==> src/hdl/bis_pkg.sv <==
`timescale 1ns / 1ps
// ----------------------------------------------------------------------------
// Bilinear image scaler package
// Sizes, register codes and the structs that run between the pipeline parts.
// ----------------------------------------------------------------------------
package bis_pkg;

  localparam int MAX_WIDTH  = 256;
  localparam int MAX_HEIGHT = 256;
  localparam int FRAC_BITS  = 8;
  localparam int STEP_FRAC  = 16;

  localparam int COORD_W = 8;
  localparam int DIM_W   = 9;
  localparam int STEP_W  = 24;
  localparam int DST_W   = 10;
  localparam int CH_W    = 8;
  localparam int NUM_CH  = 3;
  localparam int PIX_W   = NUM_CH * CH_W;
  localparam int CFG_IDX_W  = 4;
  localparam int CFG_DATA_W = STEP_W;

  localparam int POS_W   = DST_W + STEP_W;
  localparam int INT_W   = POS_W - STEP_FRAC;
  localparam int XI_W    = $clog2(MAX_WIDTH);
  localparam int YI_W    = $clog2(MAX_HEIGHT);
  localparam int ADDR_W  = $clog2(MAX_WIDTH * MAX_HEIGHT);
  localparam int BANK_W  = ADDR_W - 1;
  localparam int BANK_DEPTH = 2 ** BANK_W;

  localparam int NBR     = 4;
  localparam int WT_W    = 2 * FRAC_BITS + 1;
  localparam int PROD_W  = CH_W + WT_W;
  localparam int SUM_W   = PROD_W + 2;

  localparam logic [FRAC_BITS:0]   SCALE    = (FRAC_BITS + 1)'(1 << FRAC_BITS);
  localparam logic [WT_W+1:0]      WT_TOTAL = (WT_W + 2)'(1 << (2 * FRAC_BITS));
  localparam logic [STEP_W-1:0]    STEP_ONE = STEP_W'(1 << STEP_FRAC);
  localparam logic [DIM_W-1:0]     DIM_MAX_W = DIM_W'(MAX_WIDTH);
  localparam logic [DIM_W-1:0]     DIM_MAX_H = DIM_W'(MAX_HEIGHT);

  localparam logic OP_WRITE = 1'b0;
  localparam logic OP_READ  = 1'b1;

  typedef enum logic [CFG_IDX_W-1:0] {
    CFG_SRC_WIDTH  = 4'd0,
    CFG_SRC_HEIGHT = 4'd1,
    CFG_X_STEP     = 4'd2,
    CFG_Y_STEP     = 4'd3
  } cfg_reg_t;

  typedef struct packed {
    logic [DIM_W-1:0]  w;
    logic [DIM_W-1:0]  h;
    logic [STEP_W-1:0] x_step;
    logic [STEP_W-1:0] y_step;
  } bis_geom_t;

  // Front end to pixel store: bank reads, bank write, weights
  typedef struct packed {
    logic                      op;
    logic                      wr_en;
    logic                      wr_bank;
    logic [BANK_W-1:0]         wr_idx;
    logic [PIX_W-1:0]          wr_data;
    logic [BANK_W-1:0]         ev_top;
    logic [BANK_W-1:0]         od_top;
    logic [BANK_W-1:0]         ev_bot;
    logic [BANK_W-1:0]         od_bot;
    logic                      swap_top;
    logic                      swap_bot;
    logic [NBR-1:0]            mask;
    logic [NBR-1:0][WT_W-1:0]  wt;
    logic [DST_W-1:0]          dst_x;
    logic [DST_W-1:0]          dst_y;
  } bis_req_t;

  // Pixel store to blend: the four neighbours in corner order
  typedef struct packed {
    logic [NBR-1:0][PIX_W-1:0] pix;
    logic [NBR-1:0]            mask;
    logic [NBR-1:0][WT_W-1:0]  wt;
    logic [DST_W-1:0]          dst_x;
    logic [DST_W-1:0]          dst_y;
  } bis_nbr_t;

endpackage

==> src/hdl/bis_blend.sv <==
`timescale 1ns / 1ps
// ----------------------------------------------------------------------------
// Bilinear scaler blend
// Weighted products per channel and corner, then the four-way sum,
// truncated to the channel width in the output register.
// ----------------------------------------------------------------------------
module bis_blend
  import bis_pkg::*;
(
  input  logic              clk,
  input  logic              rst,
  input  logic              nbr_valid,
  output logic              nbr_stall,
  input  bis_nbr_t          nbr,
  output logic              out_valid,
  input  logic              out_stall,
  output logic [CH_W-1:0]   out_red,
  output logic [CH_W-1:0]   out_green,
  output logic [CH_W-1:0]   out_blue,
  output logic [DST_W-1:0]  out_dst_x,
  output logic [DST_W-1:0]  out_dst_y
);

  logic                                v5;
  logic [NUM_CH-1:0][NBR-1:0][PROD_W-1:0] prod5;
  logic [DST_W-1:0]                    dx5;
  logic [DST_W-1:0]                    dy5;
  logic                                v6;

  logic hold5, hold6;
  logic load5, load6;

  assign hold6     = v6 && out_stall;
  assign hold5     = v5 && hold6;
  assign load5     = nbr_valid && !hold5;
  assign load6     = v5 && !hold6;
  assign nbr_stall = hold5;
  assign out_valid = v6;

  always_ff @(posedge clk) begin
    if (rst) begin
      v5 <= 1'b0;
      v6 <= 1'b0;
    end else begin
      v5 <= hold5 ? 1'b1 : nbr_valid;
      v6 <= hold6 ? 1'b1 : v5;
    end
  end

  // stage 5: products, neighbours outside the image give zero
  logic [NUM_CH-1:0][NBR-1:0][PROD_W-1:0] prod_c;

  always_comb begin
    for (int ch = 0; ch < NUM_CH; ch++) begin
      for (int n = 0; n < NBR; n++) begin
        prod_c[ch][n] = nbr.mask[n]
          ? PROD_W'(nbr.pix[n][PIX_W-1-ch*CH_W -: CH_W]) * PROD_W'(nbr.wt[n])
          : '0;
      end
    end
  end

  always_ff @(posedge clk) begin
    if (load5) begin
      prod5 <= prod_c;
      dx5   <= nbr.dst_x;
      dy5   <= nbr.dst_y;
    end
  end

  // stage 6: sum and truncate
  logic [NUM_CH-1:0][SUM_W-1:0] sum_c;
  logic                         sum_high_c;

  always_comb begin
    sum_high_c = 1'b0;
    for (int ch = 0; ch < NUM_CH; ch++) begin
      sum_c[ch] = SUM_W'(prod5[ch][0]) + SUM_W'(prod5[ch][1])
                + SUM_W'(prod5[ch][2]) + SUM_W'(prod5[ch][3]);
      sum_high_c = sum_high_c || (|sum_c[ch][SUM_W-1:2*FRAC_BITS+CH_W]);
    end
  end

  always_ff @(posedge clk) begin
    if (load6) begin
      out_red   <= sum_c[0][2*FRAC_BITS +: CH_W];
      out_green <= sum_c[1][2*FRAC_BITS +: CH_W];
      out_blue  <= sum_c[2][2*FRAC_BITS +: CH_W];
      out_dst_x <= dx5;
      out_dst_y <= dy5;
    end
  end

  logic [WT_W+1:0] wt_sum_c;
  assign wt_sum_c = (WT_W + 2)'(nbr.wt[0]) + (WT_W + 2)'(nbr.wt[1])
                  + (WT_W + 2)'(nbr.wt[2]) + (WT_W + 2)'(nbr.wt[3]);

  a_weight_total : assert property (@(posedge clk) disable iff (rst)
    nbr_valid |-> (wt_sum_c == WT_TOTAL))
    else $error("corner weights do not add up to full scale");

  a_sum_range : assert property (@(posedge clk) disable iff (rst)
    v5 |-> !sum_high_c)
    else $error("blended sum exceeds channel range");

  a_out_follows : assert property (@(posedge clk) disable iff (rst)
    (v5 && !hold6) |=> v6)
    else $error("blended item lost between sum and output register");

endmodule

==> config.mk <==
export PLATFORM = sky130hd
export DESIGN_NAME = bis_blend
export DESIGN_NICKNAME = d
export VERILOG_FILES = /design/src/hdl/bis_pkg.sv /design/src/hdl/bis_blend.sv
export SDC_FILE = /design/constraint.sdc
export NUM_CORES = 2
export LEC_CHECK = 0
export BUFFER_PORTS_ARGS = -buffer_cell sky130_fd_sc_hd__clkbuf_2
export CAP_MARGIN = 5
export CORE_UTILIZATION = 39
export CTS_CLUSTER_DIAMETER = 50
export CTS_CLUSTER_SIZE = 14
export DETAILED_ROUTE_END_ITERATION = 10
export PLACE_DENSITY_LB_ADDON = 0.3
export REMOVE_ABC_BUFFERS = 1
export SYNTH_ARGS = -nofsm -noshare
export SYNTH_HDL_FRONTEND = slang
export SYNTH_SLANG_ARGS = --single-unit
==> constraint.sdc <==
create_clock -name clk -period 29.9 [get_ports clk]
set_clock_uncertainty 0.15 [all_clocks]
set_input_delay 1.495 -clock clk [delete_from_list [all_inputs] [get_ports clk]]
set_output_delay 1.495 -clock clk [all_outputs]
set_load 0.1 [all_outputs]
==> impl_metrics.py <==
metrics = {
    "run_status": {
        "status": "finished, final reports clean",
    },
    "cts": {
        "clock-root-buffer": "clkbuf_16",
        "numCtsBuffers": 41,
        "ctsHoldBuffers": 0,
        "tritoncts": "built",
        "clkLatencyLatePin_ps": 600,
        "cts_resized": 0,
        "clock-sinks": 354,
        "h-tree-depth": 2,
        "cts_setup_buffers": 0,
        "clkTransAtPathRegs_ps": 60,
        "clock_path_buffers": 3,
    },
    "cells_and_area": {
        "stdcell_count": 9156,
        "fin_area_um2": 71400,
        "area_growth_pct": 6.70,
        "seqCellArea_um2": 10600,
        "drive_gt1_share_pct": 5.02,
        "fill_cells": 16500,
        "final_util_pct": 42.0,
        "multi_input_area_um2": 50900,
        "nets": 8877,
    },
    "timing": {
        "setup_violations": 0,
        "drv_slew": 0,
        "fin_tns_setup_ps": 0,
        "worst-slew-pin-transition_ps": 1090,
        "rsz0062_at_grt": "false",
        "fin_crit_ps": 6460,
        "fin_crit_sh_pct": 21.6,
        "finalHoldViolations": 0,
        "fmax_mhz": 155,
        "max_slew_margin_pct": 27.1,
    },
    "floorplanning": {
        "initial_core_util_pct": 39.4,
        "dieWidth_um": 416,
        "io_pins": 238,
        "rows": 151,
        "die_area_um2": 173000,
        "core_area_um2": 170000,
        "die_y_um": 416,
    },
    "drt": {
        "dr.pass1.iters": 6,
        "ant_nets": 0,
        "drt_iter0_drc": 2582,
        "drc": 0,
        "vias": 47100,
        "viasPerCell": 5.15,
        "wire_per_inst_um": 19.4,
        "wirelength_um": 178000,
    },
    "global_routing": {
        "grt.overflow.total": 0,
        "grt_max_degree": 74,
        "track_usage_pct": 21.0,
        "grt_pass1_vias": 50600,
        "antenna_found_initial": 16,
        "grt_pass1_wl_um": 285000,
    },
    "logic_synthesis": {
        "synth_seq_area_share_pct": 15.9,
        "yosysMostFrequentCell": "and2_1",
        "synth-seq-cells": 354,
        "avgSynthCellArea_um2": 9.73,
        "synthArstFlopShare_pct": 0,
        "synth_common_cells": "1350 x and2_1, 1203 x fa_1, 1179 x inv_1, 579 x ha_1, 439 x nand2_1",
        "syn_inst": 6875,
        "synth_top_area_share_pct": 36.0,
        "ys.flop_type": "edfxtp_1",
        "yosysTopAreaCell": "fa_1",
        "netlist_area_um2": 66900,
        "synth_warnings": 0,
        "synth_area_leaders": "fa_1 36%, edfxtp_1 16%, and2_1 13%",
        "synth-edff-count": 352,
        "synth_cell_types": 82,
    },
    "power": {
        "power.density_nw_per_um2": 98.9,
        "leakagePower_nw": 34.2,
        "ir_drop_uv": 103,
    },
    "worst_setup_path": {
        "critPathMaxFanout": 24,
        "cp-start-kind": "input port",
        "crit_type": "input port to register",
        "crit_arrival_ps": 6760,
        "cp.required_ps": 30200,
        "end_kind": "register",
    },
    "job": {
        "max_cap_viol_count": 0,
    },
    "placement": {
        "dp.final_hpwl_um": 141000,
        "dp.cells": 9078,
        "postPlaceCellArea_um2": 70000,
        "port_buffers": 237,
        "gp_congestion": 0.926,
    },
    "worst_hold_path": {
        "hold_class": "register to register",
    },
}
kinds of logic after synthesis:
logic type | after synthesis | share of synthesized area (%)
mux | 14 | 0.215
xor+xnor | 212 | 2.77
compound gates | 624 | 6.16
buf+inv | 1446 | 8.11
simple gates | 2443 | 20.1
fa+ha+maj | 1782 | 46.8
flops | 354 | 15.9
through the flow:
stage	total power, mW	hold WS, ps	worst slack, ps
2_1_floorplan	4.92	250	13180
3_3_place_gp	6.42	251	22900
3_5_place_dp	6.49	255	22920
4_1_cts	7.09	268	23500
5_1_grt	7.78	274	23280
6_report	7.06	266	23440
routing by layer:
layer	GRT usage [%]	up-vias	routed length, um
li1	-	21500	-
met1	27.7	24300	76700
met2	35.9	1121	86900
met3	2.76	235	9090
met4	5.77	8	4920
met5	0	-	44
report_power, final:
group / total (mW) / leakage (nW) / switching, mW / internal (mW)
combinational: 5.45 / 30.0 / 3.26 / 2.18
clock: 0.518 / 0.646 / 0.226 / 0.293
sequential: 1.09 / 3.54 / 0.189 / 0.906
final cells by class:
type	instances	area share, %
Sequential cell	354	14.9
Clock inverter	27	0.482
Timing Repair Buffer	251	1.81
Antenna cell	8	0.0280
Clock buffer	43	1.45
Tap cell	2218	3.89
Inverter	1180	6.20
Multi-Input combinational cell	5075	71.3
flip-flops by register name, summed over array words and instances, names as in the netlist:
| signal | cells |
|---|---|
| out_green | 8 |
| out_dst_x | 10 |
| out_red | 8 |
| dy5 | 10 |
| out_blue | 8 |
| v5 | 1 |
| out_dst_y | 10 |
| prod5 | 288 |
| out_valid | 1 |
| dx5 | 10 |
critical path, cell delays in order:
cell and delay (ps):
clkbuf_2 490, nand2_1 170, fa_1 520, fa_1 550
inv_1 50, fa_1 490, inv_1 60, fa_1 470
inv_1 50, ha_1 340, o21a_1 200, o21a_1 190
a2111oi_2 390, nor3_1 120, a2111oi_0 910, buf_4 270
cell usage in the layout (no fill, tap or decap), types with 27 or more instances in the layout:
cell type	n
nand2b_1	47
xor2_1	81
and2_1	1350
o21ai_0	86
nor2b_1	33
ha_1	579
clkbuf_2	237
nor2_1	264
or3_1	27
edfxtp_1	352
clkbuf_16	41
inv_1	1178
o21a_1	37
fa_1	1203
a21o_1	91
xnor2_1	131
o21ai_1	30
and3_1	48
nand3_1	53
a211oi_1	35
a21oi_1	179
nand2_1	439
nor3_1	93
worst paths after layout:
kind	startpoint	end	slack [ps]	cells past startpoint
min reg2reg	dy5[0]$_DFFE_PP_	out_dst_y[0]$_DFFE_PP_	270	0
min	dy5[0]$_DFFE_PP_	out_dst_y[0]$_DFFE_PP_	270	0
max reg2reg	out_valid$_SDFF_PP0_	prod5[207]$_SDFFCE_PN0P_	25420	6
max	nbr[41]	prod5[39]$_SDFFCE_PN0P_	23440	16
No activity file was read; power rests on OpenSTA's default activity.
