<file path="src/hdl/bis_pkg.sv">
`timescale 1ns / 1ps
// ----------------------------------------------------------------------------
// Bilinear image scaler package
// Sizes, register codes and the structs that run between the pipeline parts.
// ----------------------------------------------------------------------------
package bis_pkg;

  localparam int MAX_WIDTH  = 256;
  localparam int MAX_HEIGHT = 256;
  localparam int FRAC_BITS  = 8;
  localparam int STEP_FRAC  = 16;

  localparam int COORD_W = 8;
  localparam int DIM_W   = 9;
  localparam int STEP_W  = 24;
  localparam int DST_W   = 10;
  localparam int CH_W    = 8;
  localparam int NUM_CH  = 3;
  localparam int PIX_W   = NUM_CH * CH_W;
  localparam int CFG_IDX_W  = 4;
  localparam int CFG_DATA_W = STEP_W;

  localparam int POS_W   = DST_W + STEP_W;
  localparam int INT_W   = POS_W - STEP_FRAC;
  localparam int XI_W    = $clog2(MAX_WIDTH);
  localparam int YI_W    = $clog2(MAX_HEIGHT);
  localparam int ADDR_W  = $clog2(MAX_WIDTH * MAX_HEIGHT);
  localparam int BANK_W  = ADDR_W - 1;
  localparam int BANK_DEPTH = 2 ** BANK_W;

  localparam int NBR     = 4;
  localparam int WT_W    = 2 * FRAC_BITS + 1;
  localparam int PROD_W  = CH_W + WT_W;
  localparam int SUM_W   = PROD_W + 2;

  localparam logic [FRAC_BITS:0]   SCALE    = (FRAC_BITS + 1)'(1 << FRAC_BITS);
  localparam logic [WT_W+1:0]      WT_TOTAL = (WT_W + 2)'(1 << (2 * FRAC_BITS));
  localparam logic [STEP_W-1:0]    STEP_ONE = STEP_W'(1 << STEP_FRAC);
  localparam logic [DIM_W-1:0]     DIM_MAX_W = DIM_W'(MAX_WIDTH);
  localparam logic [DIM_W-1:0]     DIM_MAX_H = DIM_W'(MAX_HEIGHT);

  localparam logic OP_WRITE = 1'b0;
  localparam logic OP_READ  = 1'b1;

  typedef enum logic [CFG_IDX_W-1:0] {
    CFG_SRC_WIDTH  = 4'd0,
    CFG_SRC_HEIGHT = 4'd1,
    CFG_X_STEP     = 4'd2,
    CFG_Y_STEP     = 4'd3
  } cfg_reg_t;

  typedef struct packed {
    logic [DIM_W-1:0]  w;
    logic [DIM_W-1:0]  h;
    logic [STEP_W-1:0] x_step;
    logic [STEP_W-1:0] y_step;
  } bis_geom_t;

  // Front end to pixel store: bank reads, bank write, weights
  typedef struct packed {
    logic                      op;
    logic                      wr_en;
    logic                      wr_bank;
    logic [BANK_W-1:0]         wr_idx;
    logic [PIX_W-1:0]          wr_data;
    logic [BANK_W-1:0]         ev_top;
    logic [BANK_W-1:0]         od_top;
    logic [BANK_W-1:0]         ev_bot;
    logic [BANK_W-1:0]         od_bot;
    logic                      swap_top;
    logic                      swap_bot;
    logic [NBR-1:0]            mask;
    logic [NBR-1:0][WT_W-1:0]  wt;
    logic [DST_W-1:0]          dst_x;
    logic [DST_W-1:0]          dst_y;
  } bis_req_t;

  // Pixel store to blend: the four neighbours in corner order
  typedef struct packed {
    logic [NBR-1:0][PIX_W-1:0] pix;
    logic [NBR-1:0]            mask;
    logic [NBR-1:0][WT_W-1:0]  wt;
    logic [DST_W-1:0]          dst_x;
    logic [DST_W-1:0]          dst_y;
  } bis_nbr_t;

endpackage

</file>
<file path="src/hdl/bis_front.sv">
`timescale 1ns / 1ps
// ----------------------------------------------------------------------------
// Bilinear scaler front end
// Three stages: step multiply, neighbour address and bounds, bank indexes
// and corner weights. Write items get their linear address here too.
// ----------------------------------------------------------------------------
module bis_front
  import bis_pkg::*;
(
  input  logic               clk,
  input  logic               rst,
  input  bis_geom_t          geom,
  input  logic               in_valid,
  output logic               in_stall,
  input  logic               op,
  input  logic [COORD_W-1:0] src_x,
  input  logic [COORD_W-1:0] src_y,
  input  logic [CH_W-1:0]    red,
  input  logic [CH_W-1:0]    green,
  input  logic [CH_W-1:0]    blue,
  input  logic [DST_W-1:0]   dst_x,
  input  logic [DST_W-1:0]   dst_y,
  output logic               req_valid,
  input  logic               req_stall,
  output bis_req_t           req
);

  // stage 1
  logic                      v1;
  logic                      op1;
  logic [POS_W-1:0]          px1;
  logic [POS_W-1:0]          py1;
  logic                      wr_en1;
  logic [ADDR_W-1:0]         waddr1;
  logic [PIX_W-1:0]          wdata1;
  logic [DST_W-1:0]          dx1;
  logic [DST_W-1:0]          dy1;
  // stage 2
  logic                      v2;
  logic                      op2;
  logic                      wr_en2;
  logic [ADDR_W-1:0]         waddr2;
  logic [PIX_W-1:0]          wdata2;
  logic [ADDR_W-1:0]         a2;
  logic [NBR-1:0]            mask2;
  logic [FRAC_BITS-1:0]      u2;
  logic [FRAC_BITS-1:0]      fv2;
  logic [DST_W-1:0]          dx2;
  logic [DST_W-1:0]          dy2;
  // stage 3
  logic                      v3;
  bis_req_t                  r3;

  logic hold1, hold2, hold3;
  logic load1, load2, load3;

  assign hold3 = v3 && req_stall;
  assign hold2 = v2 && hold3;
  assign hold1 = v1 && hold2;
  assign load1 = in_valid && !hold1;
  assign load2 = v1 && !hold2;
  assign load3 = v2 && !hold3;
  assign in_stall  = hold1;
  assign req_valid = v3;
  assign req       = r3;

  always_ff @(posedge clk) begin
    if (rst) begin
      v1 <= 1'b0;
      v2 <= 1'b0;
      v3 <= 1'b0;
    end else begin
      v1 <= hold1 ? 1'b1 : in_valid;
      v2 <= hold2 ? 1'b1 : v1;
      v3 <= hold3 ? 1'b1 : v2;
    end
  end

  // stage 1: source position and write address
  logic [POS_W-1:0]         px_c;
  logic [POS_W-1:0]         py_c;
  logic [COORD_W+DIM_W-1:0] wrow_c;
  logic [COORD_W+DIM_W-1:0] wlin_c;
  logic                     wok_c;

  assign px_c   = POS_W'(dst_x) * POS_W'(geom.x_step);
  assign py_c   = POS_W'(dst_y) * POS_W'(geom.y_step);
  assign wrow_c = (COORD_W + DIM_W)'(src_y) * (COORD_W + DIM_W)'(geom.w);
  assign wlin_c = wrow_c + (COORD_W + DIM_W)'(src_x);
  assign wok_c  = (op == OP_WRITE) && ({1'b0, src_x} < geom.w) && ({1'b0, src_y} < geom.h);

  always_ff @(posedge clk) begin
    if (load1) begin
      op1    <= op;
      px1    <= px_c;
      py1    <= py_c;
      wr_en1 <= wok_c;
      waddr1 <= wlin_c[ADDR_W-1:0];
      wdata1 <= {red, green, blue};
      dx1    <= dst_x;
      dy1    <= dst_y;
    end
  end

  // stage 2: integer part, fraction, bounds and top-left address
  logic [INT_W-1:0]       ix_c;
  logic [INT_W-1:0]       iy_c;
  logic [INT_W:0]         ix1_c;
  logic [INT_W:0]         iy1_c;
  logic                   vx0_c, vx1_c, vy0_c, vy1_c;
  logic [YI_W+DIM_W-1:0]  arow_c;
  logic [YI_W+DIM_W-1:0]  alin_c;

  assign ix_c   = px1[POS_W-1:STEP_FRAC];
  assign iy_c   = py1[POS_W-1:STEP_FRAC];
  assign ix1_c  = {1'b0, ix_c} + 1'b1;
  assign iy1_c  = {1'b0, iy_c} + 1'b1;
  assign vx0_c  = ix_c < INT_W'(geom.w);
  assign vx1_c  = ix1_c < (INT_W + 1)'(geom.w);
  assign vy0_c  = iy_c < INT_W'(geom.h);
  assign vy1_c  = iy1_c < (INT_W + 1)'(geom.h);
  assign arow_c = (YI_W + DIM_W)'(iy_c[YI_W-1:0]) * (YI_W + DIM_W)'(geom.w);
  assign alin_c = arow_c + (YI_W + DIM_W)'(ix_c[XI_W-1:0]);

  always_ff @(posedge clk) begin
    if (load2) begin
      op2    <= op1;
      wr_en2 <= wr_en1;
      waddr2 <= waddr1;
      wdata2 <= wdata1;
      a2     <= alin_c[ADDR_W-1:0];
      mask2  <= {vx1_c && vy1_c, vx0_c && vy1_c, vx1_c && vy0_c, vx0_c && vy0_c};
      u2     <= px1[STEP_FRAC-1 -: FRAC_BITS];
      fv2    <= py1[STEP_FRAC-1 -: FRAC_BITS];
      dx2    <= dx1;
      dy2    <= dy1;
    end
  end

  // stage 3: bank indexes for the even/odd split, corner weights
  logic [ADDR_W-1:0]      b_c;
  logic [ADDR_W:0]        a_inc_c;
  logic [ADDR_W:0]        b_inc_c;
  logic [FRAC_BITS:0]     su_c;
  logic [FRAC_BITS:0]     sv_c;
  logic [2*FRAC_BITS+1:0] w0_c, w1_c, w2_c, w3_c;

  assign b_c     = a2 + ADDR_W'(geom.w);
  assign a_inc_c = {1'b0, a2} + 1'b1;
  assign b_inc_c = {1'b0, b_c} + 1'b1;
  assign su_c    = SCALE - {1'b0, u2};
  assign sv_c    = SCALE - {1'b0, fv2};
  assign w0_c    = (2 * FRAC_BITS + 2)'(su_c) * (2 * FRAC_BITS + 2)'(sv_c);
  assign w1_c    = (2 * FRAC_BITS + 2)'(u2) * (2 * FRAC_BITS + 2)'(sv_c);
  assign w2_c    = (2 * FRAC_BITS + 2)'(su_c) * (2 * FRAC_BITS + 2)'(fv2);
  assign w3_c    = (2 * FRAC_BITS + 2)'(u2) * (2 * FRAC_BITS + 2)'(fv2);

  always_ff @(posedge clk) begin
    if (load3) begin
      r3.op       <= op2;
      r3.wr_en    <= wr_en2;
      r3.wr_bank  <= waddr2[0];
      r3.wr_idx   <= waddr2[ADDR_W-1:1];
      r3.wr_data  <= wdata2;
      r3.ev_top   <= a_inc_c[BANK_W:1];
      r3.od_top   <= a2[ADDR_W-1:1];
      r3.ev_bot   <= b_inc_c[BANK_W:1];
      r3.od_bot   <= b_c[ADDR_W-1:1];
      r3.swap_top <= a2[0];
      r3.swap_bot <= b_c[0];
      r3.mask     <= mask2;
      r3.wt[0]    <= w0_c[WT_W-1:0];
      r3.wt[1]    <= w1_c[WT_W-1:0];
      r3.wt[2]    <= w2_c[WT_W-1:0];
      r3.wt[3]    <= w3_c[WT_W-1:0];
      r3.dst_x    <= dx2;
      r3.dst_y    <= dy2;
    end
  end

  // a right or lower neighbour inside the image implies the one it leans on
  a_mask_right : assert property (@(posedge clk) disable iff (rst)
    (v2 && mask2[1]) |-> mask2[0])
    else $error("right neighbour in bounds while top-left is not");

  a_mask_lower : assert property (@(posedge clk) disable iff (rst)
    (v2 && mask2[3]) |-> (mask2[1] && mask2[2]))
    else $error("lower-right neighbour in bounds while an adjacent one is not");

endmodule

</file>
<file path="config.mk">
export PLATFORM = sky130hd
export DESIGN_NAME = bis_front
export DESIGN_NICKNAME = d
export VERILOG_FILES = /design/src/hdl/bis_pkg.sv /design/src/hdl/bis_front.sv
export SDC_FILE = /design/constraint.sdc
export NUM_CORES = 2
export LEC_CHECK = 0
export ABC_AREA = 1
export BUFFER_PORTS_ARGS = -buffer_cell sky130_fd_sc_hd__clkbuf_2
export CORE_MARGIN = 4
export CORE_UTILIZATION = 43
export DETAILED_ROUTE_END_ITERATION = 16
export PLACE_DENSITY = 0.64
export SLEW_MARGIN = 20
export SYNTH_ARGS = -nofsm -noshare
export SYNTH_HDL_FRONTEND = slang
export SYNTH_SLANG_ARGS = --single-unit
export TNS_END_PERCENT = 100
</file>
<file path="constraint.sdc">
create_clock -name clk -period 36.8 [get_ports clk]
set_clock_uncertainty 0.15 [all_clocks]
set_input_delay 11.04 -clock clk [delete_from_list [all_inputs] [get_ports clk]]
set_output_delay 11.04 -clock clk [all_outputs]
set_load 0.02 [all_outputs]
</file>
==> summary.txt <==
==================================================================================
Outcome                                                               complete, no violations
Remaining number of nets flagged by the antenna check after routing              0
Vias in the first global route                                               34792
Proportion of synthesized chip area in sequential cells                     0.2679
Vias after detailed routing                                                  33169
Height of the die                                                         333.3 um
Ys async rst share                                                               0
Num ports                                                                      329
Post-synthesis register bit count                                              407
Wire length of the first global-routing pass                             182800 um
Mean post-synth cell area                                               8.870 um^2
Max-cap violation count                                                          0
Arrival @ worst endpoint                                                  11.94 ns
Total routing usage reported by global routing                              0.2039
Data required time at the worst endpoint                                  25.61 ns
Layout overhead on the synthesized area                                     9.831%
Routed wire length                                                       110600 um
Number of slew-limit violations in the final report                              0
Maximum net fanout on the critical path                                          3
Count of instances resized after the clock tree is built                         0
Transition time of the tightest slew-check pin                            1.029 ns
Detailed-router iteration count before antenna repair                            8
Number of cell rows                                                            119
# nets final                                                                  6515
Cell accounting for the most synthesized area                                 fa_1
Share of layout cells above drive strength 1                               0.08418
Initial antenna violation count                                                 14
Net count after synthesis                                                     6288
Worst-Skew Late Latency                                                    0.63 ns
Area of the die                                                        0.1111 mm^2
Final setup violation count                                                      0
Max-slew headroom                                                           0.3143
HPWL after detailed placement                                             87140 um
Number of setup buffers added after CTS                                          0
Most used DFF post-synth                                                  edfxtp_1
Gr ovfl total                                                                    0
Share of the synthesized area in the top cell type                          0.2701
Total standard cell area after synthesis                              0.04550 mm^2
Filler instances                                                             10217
Final worst path period share                                               0.6285
Maximum number of pins on one net before global-route repair                    76
Remaining design rule violation count                                            0
Post-synth cell types                                                           51
Final Hold Viols                                                                 0
Unrepaired setup endpoints after global routing                              false
CTS clk-pin slew, worst paths                                              0.06 ns
Minimum clock period after layout                                         23.13 ns
Drt initial violations                                                        1859
Synth Instances                                                               5130
Startpoint type of the worst setup path                               primary input
CTS root buffer                                                          clkbuf_16
Number of buffers created by CTS                                                46
Max clock buf depth                                                              3
Setup_tns                                                                     0 ns
Worst Path Class, Setup                                                     in2out
TritonCTS clock tree                                                         built
Per-cell routed wire length                                               16.29 um
Type of the most critical hold path                                        reg2reg
Vias per cell                                                                4.883
Max Fclk                                                                 43.24 MHz
CTS Hold Bufs                                                                    0
Number of levels the H-tree was split into                                       2
Final Wtd Congestion                                                        0.8795
Ranking of synthesized cells by area                                  fa_1 (27%), edfxtp_1 (27%), ha_1 (11%)
Port buffer count                                                              327
Initial Utilization                                                         0.4329
Crit. End Element                                                      output port
TritonCTS Sinks                                                                407
Chip Width                                                                333.3 um
Standard cell core area                                                0.1051 mm^2
Count of yosys warnings during synthesis                                         0
Number of enable flip-flop cells after synthesis                               404
==================================================================================
final timing paths:
path | from | endpoint | slack (ns) | cells past startpoint
setup reg to reg | fv2[3] | req[52] | 30.13 | 21
hold reg to reg | px1[15] | u2[7] | 0.26 | 0
setup / recovery | req_stall | in_stall | 13.67 | 6
hold / removal | px1[15] | u2[7] | 0.26 | 0
flip-flops by register name, indices dropped and copies added, names as in the netlist, 4 cells and up:
signal / cells
dx1: 10
dy1: 10
waddr1: 16
px1: 26
dx2: 10
py1: 26
req: 192
wdata1: 24
u2: 8
wdata2: 24
mask2: 4
a2: 16
waddr2: 16
dy2: 10
fv2: 8
cell usage after synthesis, types with 4 or more instances:
library cell  count
edfxtp_1        404
nor2_2            9
buf_2             7
buf_1            13
a21boi_0          5
buf_4             4
nand4_1          35
nand3b_1         12
ha_1            413
o21ai_0          88
a211oi_1          9
o21bai_1         11
nor3_1           35
inv_1          1270
o2111ai_1         4
xnor2_1          40
clkbuf_1        133
xor2_1          120
nor2_4            4
o21a_1           14
inv_2             6
a21o_1            9
or2_2             4
nand3_1         110
fa_1            614
nor2_1          232
nor4_1           10
nand2_1        1294
o211ai_1          4
nand2_2           8
a21oi_1         174
critical path, cell delays in order:
cell,delay [ns]
clkbuf_2,0.11
nand2_1,0.07
nor2_1,0.11
inv_1,0.08
nor2_1,0.28
clkbuf_2,0.24
kinds of logic (layout without fill, tap and decap cells):
family                   count (synthesis)  after routing  share of synthesized area
AO/OA/AOI/OAI                          328            328                    0.03968
XOR/XNOR                               164            164                    0.03248
flip-flops                             407            407                     0.2679
AND/OR/NAND/NOR                       1766           1766                     0.1570
other                                    1             10                 0.00008242
buffers and inverters                 1437           1700                     0.1191
adder cells (fa/ha/maj)               1027           1027                     0.3837
area by class of cell:
| cell class | count | area [um^2] | area share |
|---|---|---|---|
| repair buffers | 337 | 1712 | 0.03425 |
| flip-flops and latches | 407 | 12190 | 0.2440 |
| well taps | 1391 | 1740 | 0.03483 |
| clock buffers | 57 | 1242 | 0.02486 |
| multi-input cells | 3286 | 27910 | 0.5585 |
| diodes | 9 | 22.52 | 0.0004507 |
| clock inverters | 27 | 352.8 | 0.007060 |
| inverters | 1279 | 4803 | 0.09612 |
metal layers:
metal  track usage  part of all wire  vias to the layer above
li1              -                 -                    15988
met1        0.2743              0.44                    16093
met2        0.3347              0.46                      911
met3       0.04660             0.072                      169
met4       0.05307             0.025                        8
met5             0           0.00051                        -
metrics by stage:
step           setup WS (ns)    util  instances  hold WS, ns  area [um^2]
2_1_floorplan          14.04       -       5130       0.2503        45500
3_3_place_gp           13.69  0.4600       6700       0.2501        48360
3_5_place_dp           13.67  0.4600       6700       0.2545        48360
4_1_cts                13.67  0.4752       6784       0.2649        49950
5_1_grt                13.61  0.4753       6787       0.2696        49960
6_report               13.67  0.4754       6793       0.2621        49970
layout by cell type, fill, tap and decap left out, drive strengths merged, types with 2 or more instances in the layout:
cell type and count:
o21a 14, clkbuf 384, edfxtp 404, nor2 247, nand3b 12, o21ai 90
and2 4, diode 9, ha 413, o211ai 4, nand3 111, o31ai 3
buf 10, a21boi 5, xnor2 40, nor4 10, o21bai 11, o2111ai 4
nand2 1305, clkinv 21, or2 4, a21o 9, dfxtp 3, nor3 37
nand4 35, xor2 124, a31oi 2, bufinv 6, fa 614, a211oi 9
inv 1278, a21oi 174
Power is left out: the tool's default activity adds up to more than one toggle a clock period on the data nets, which glitch-free logic cannot reach.
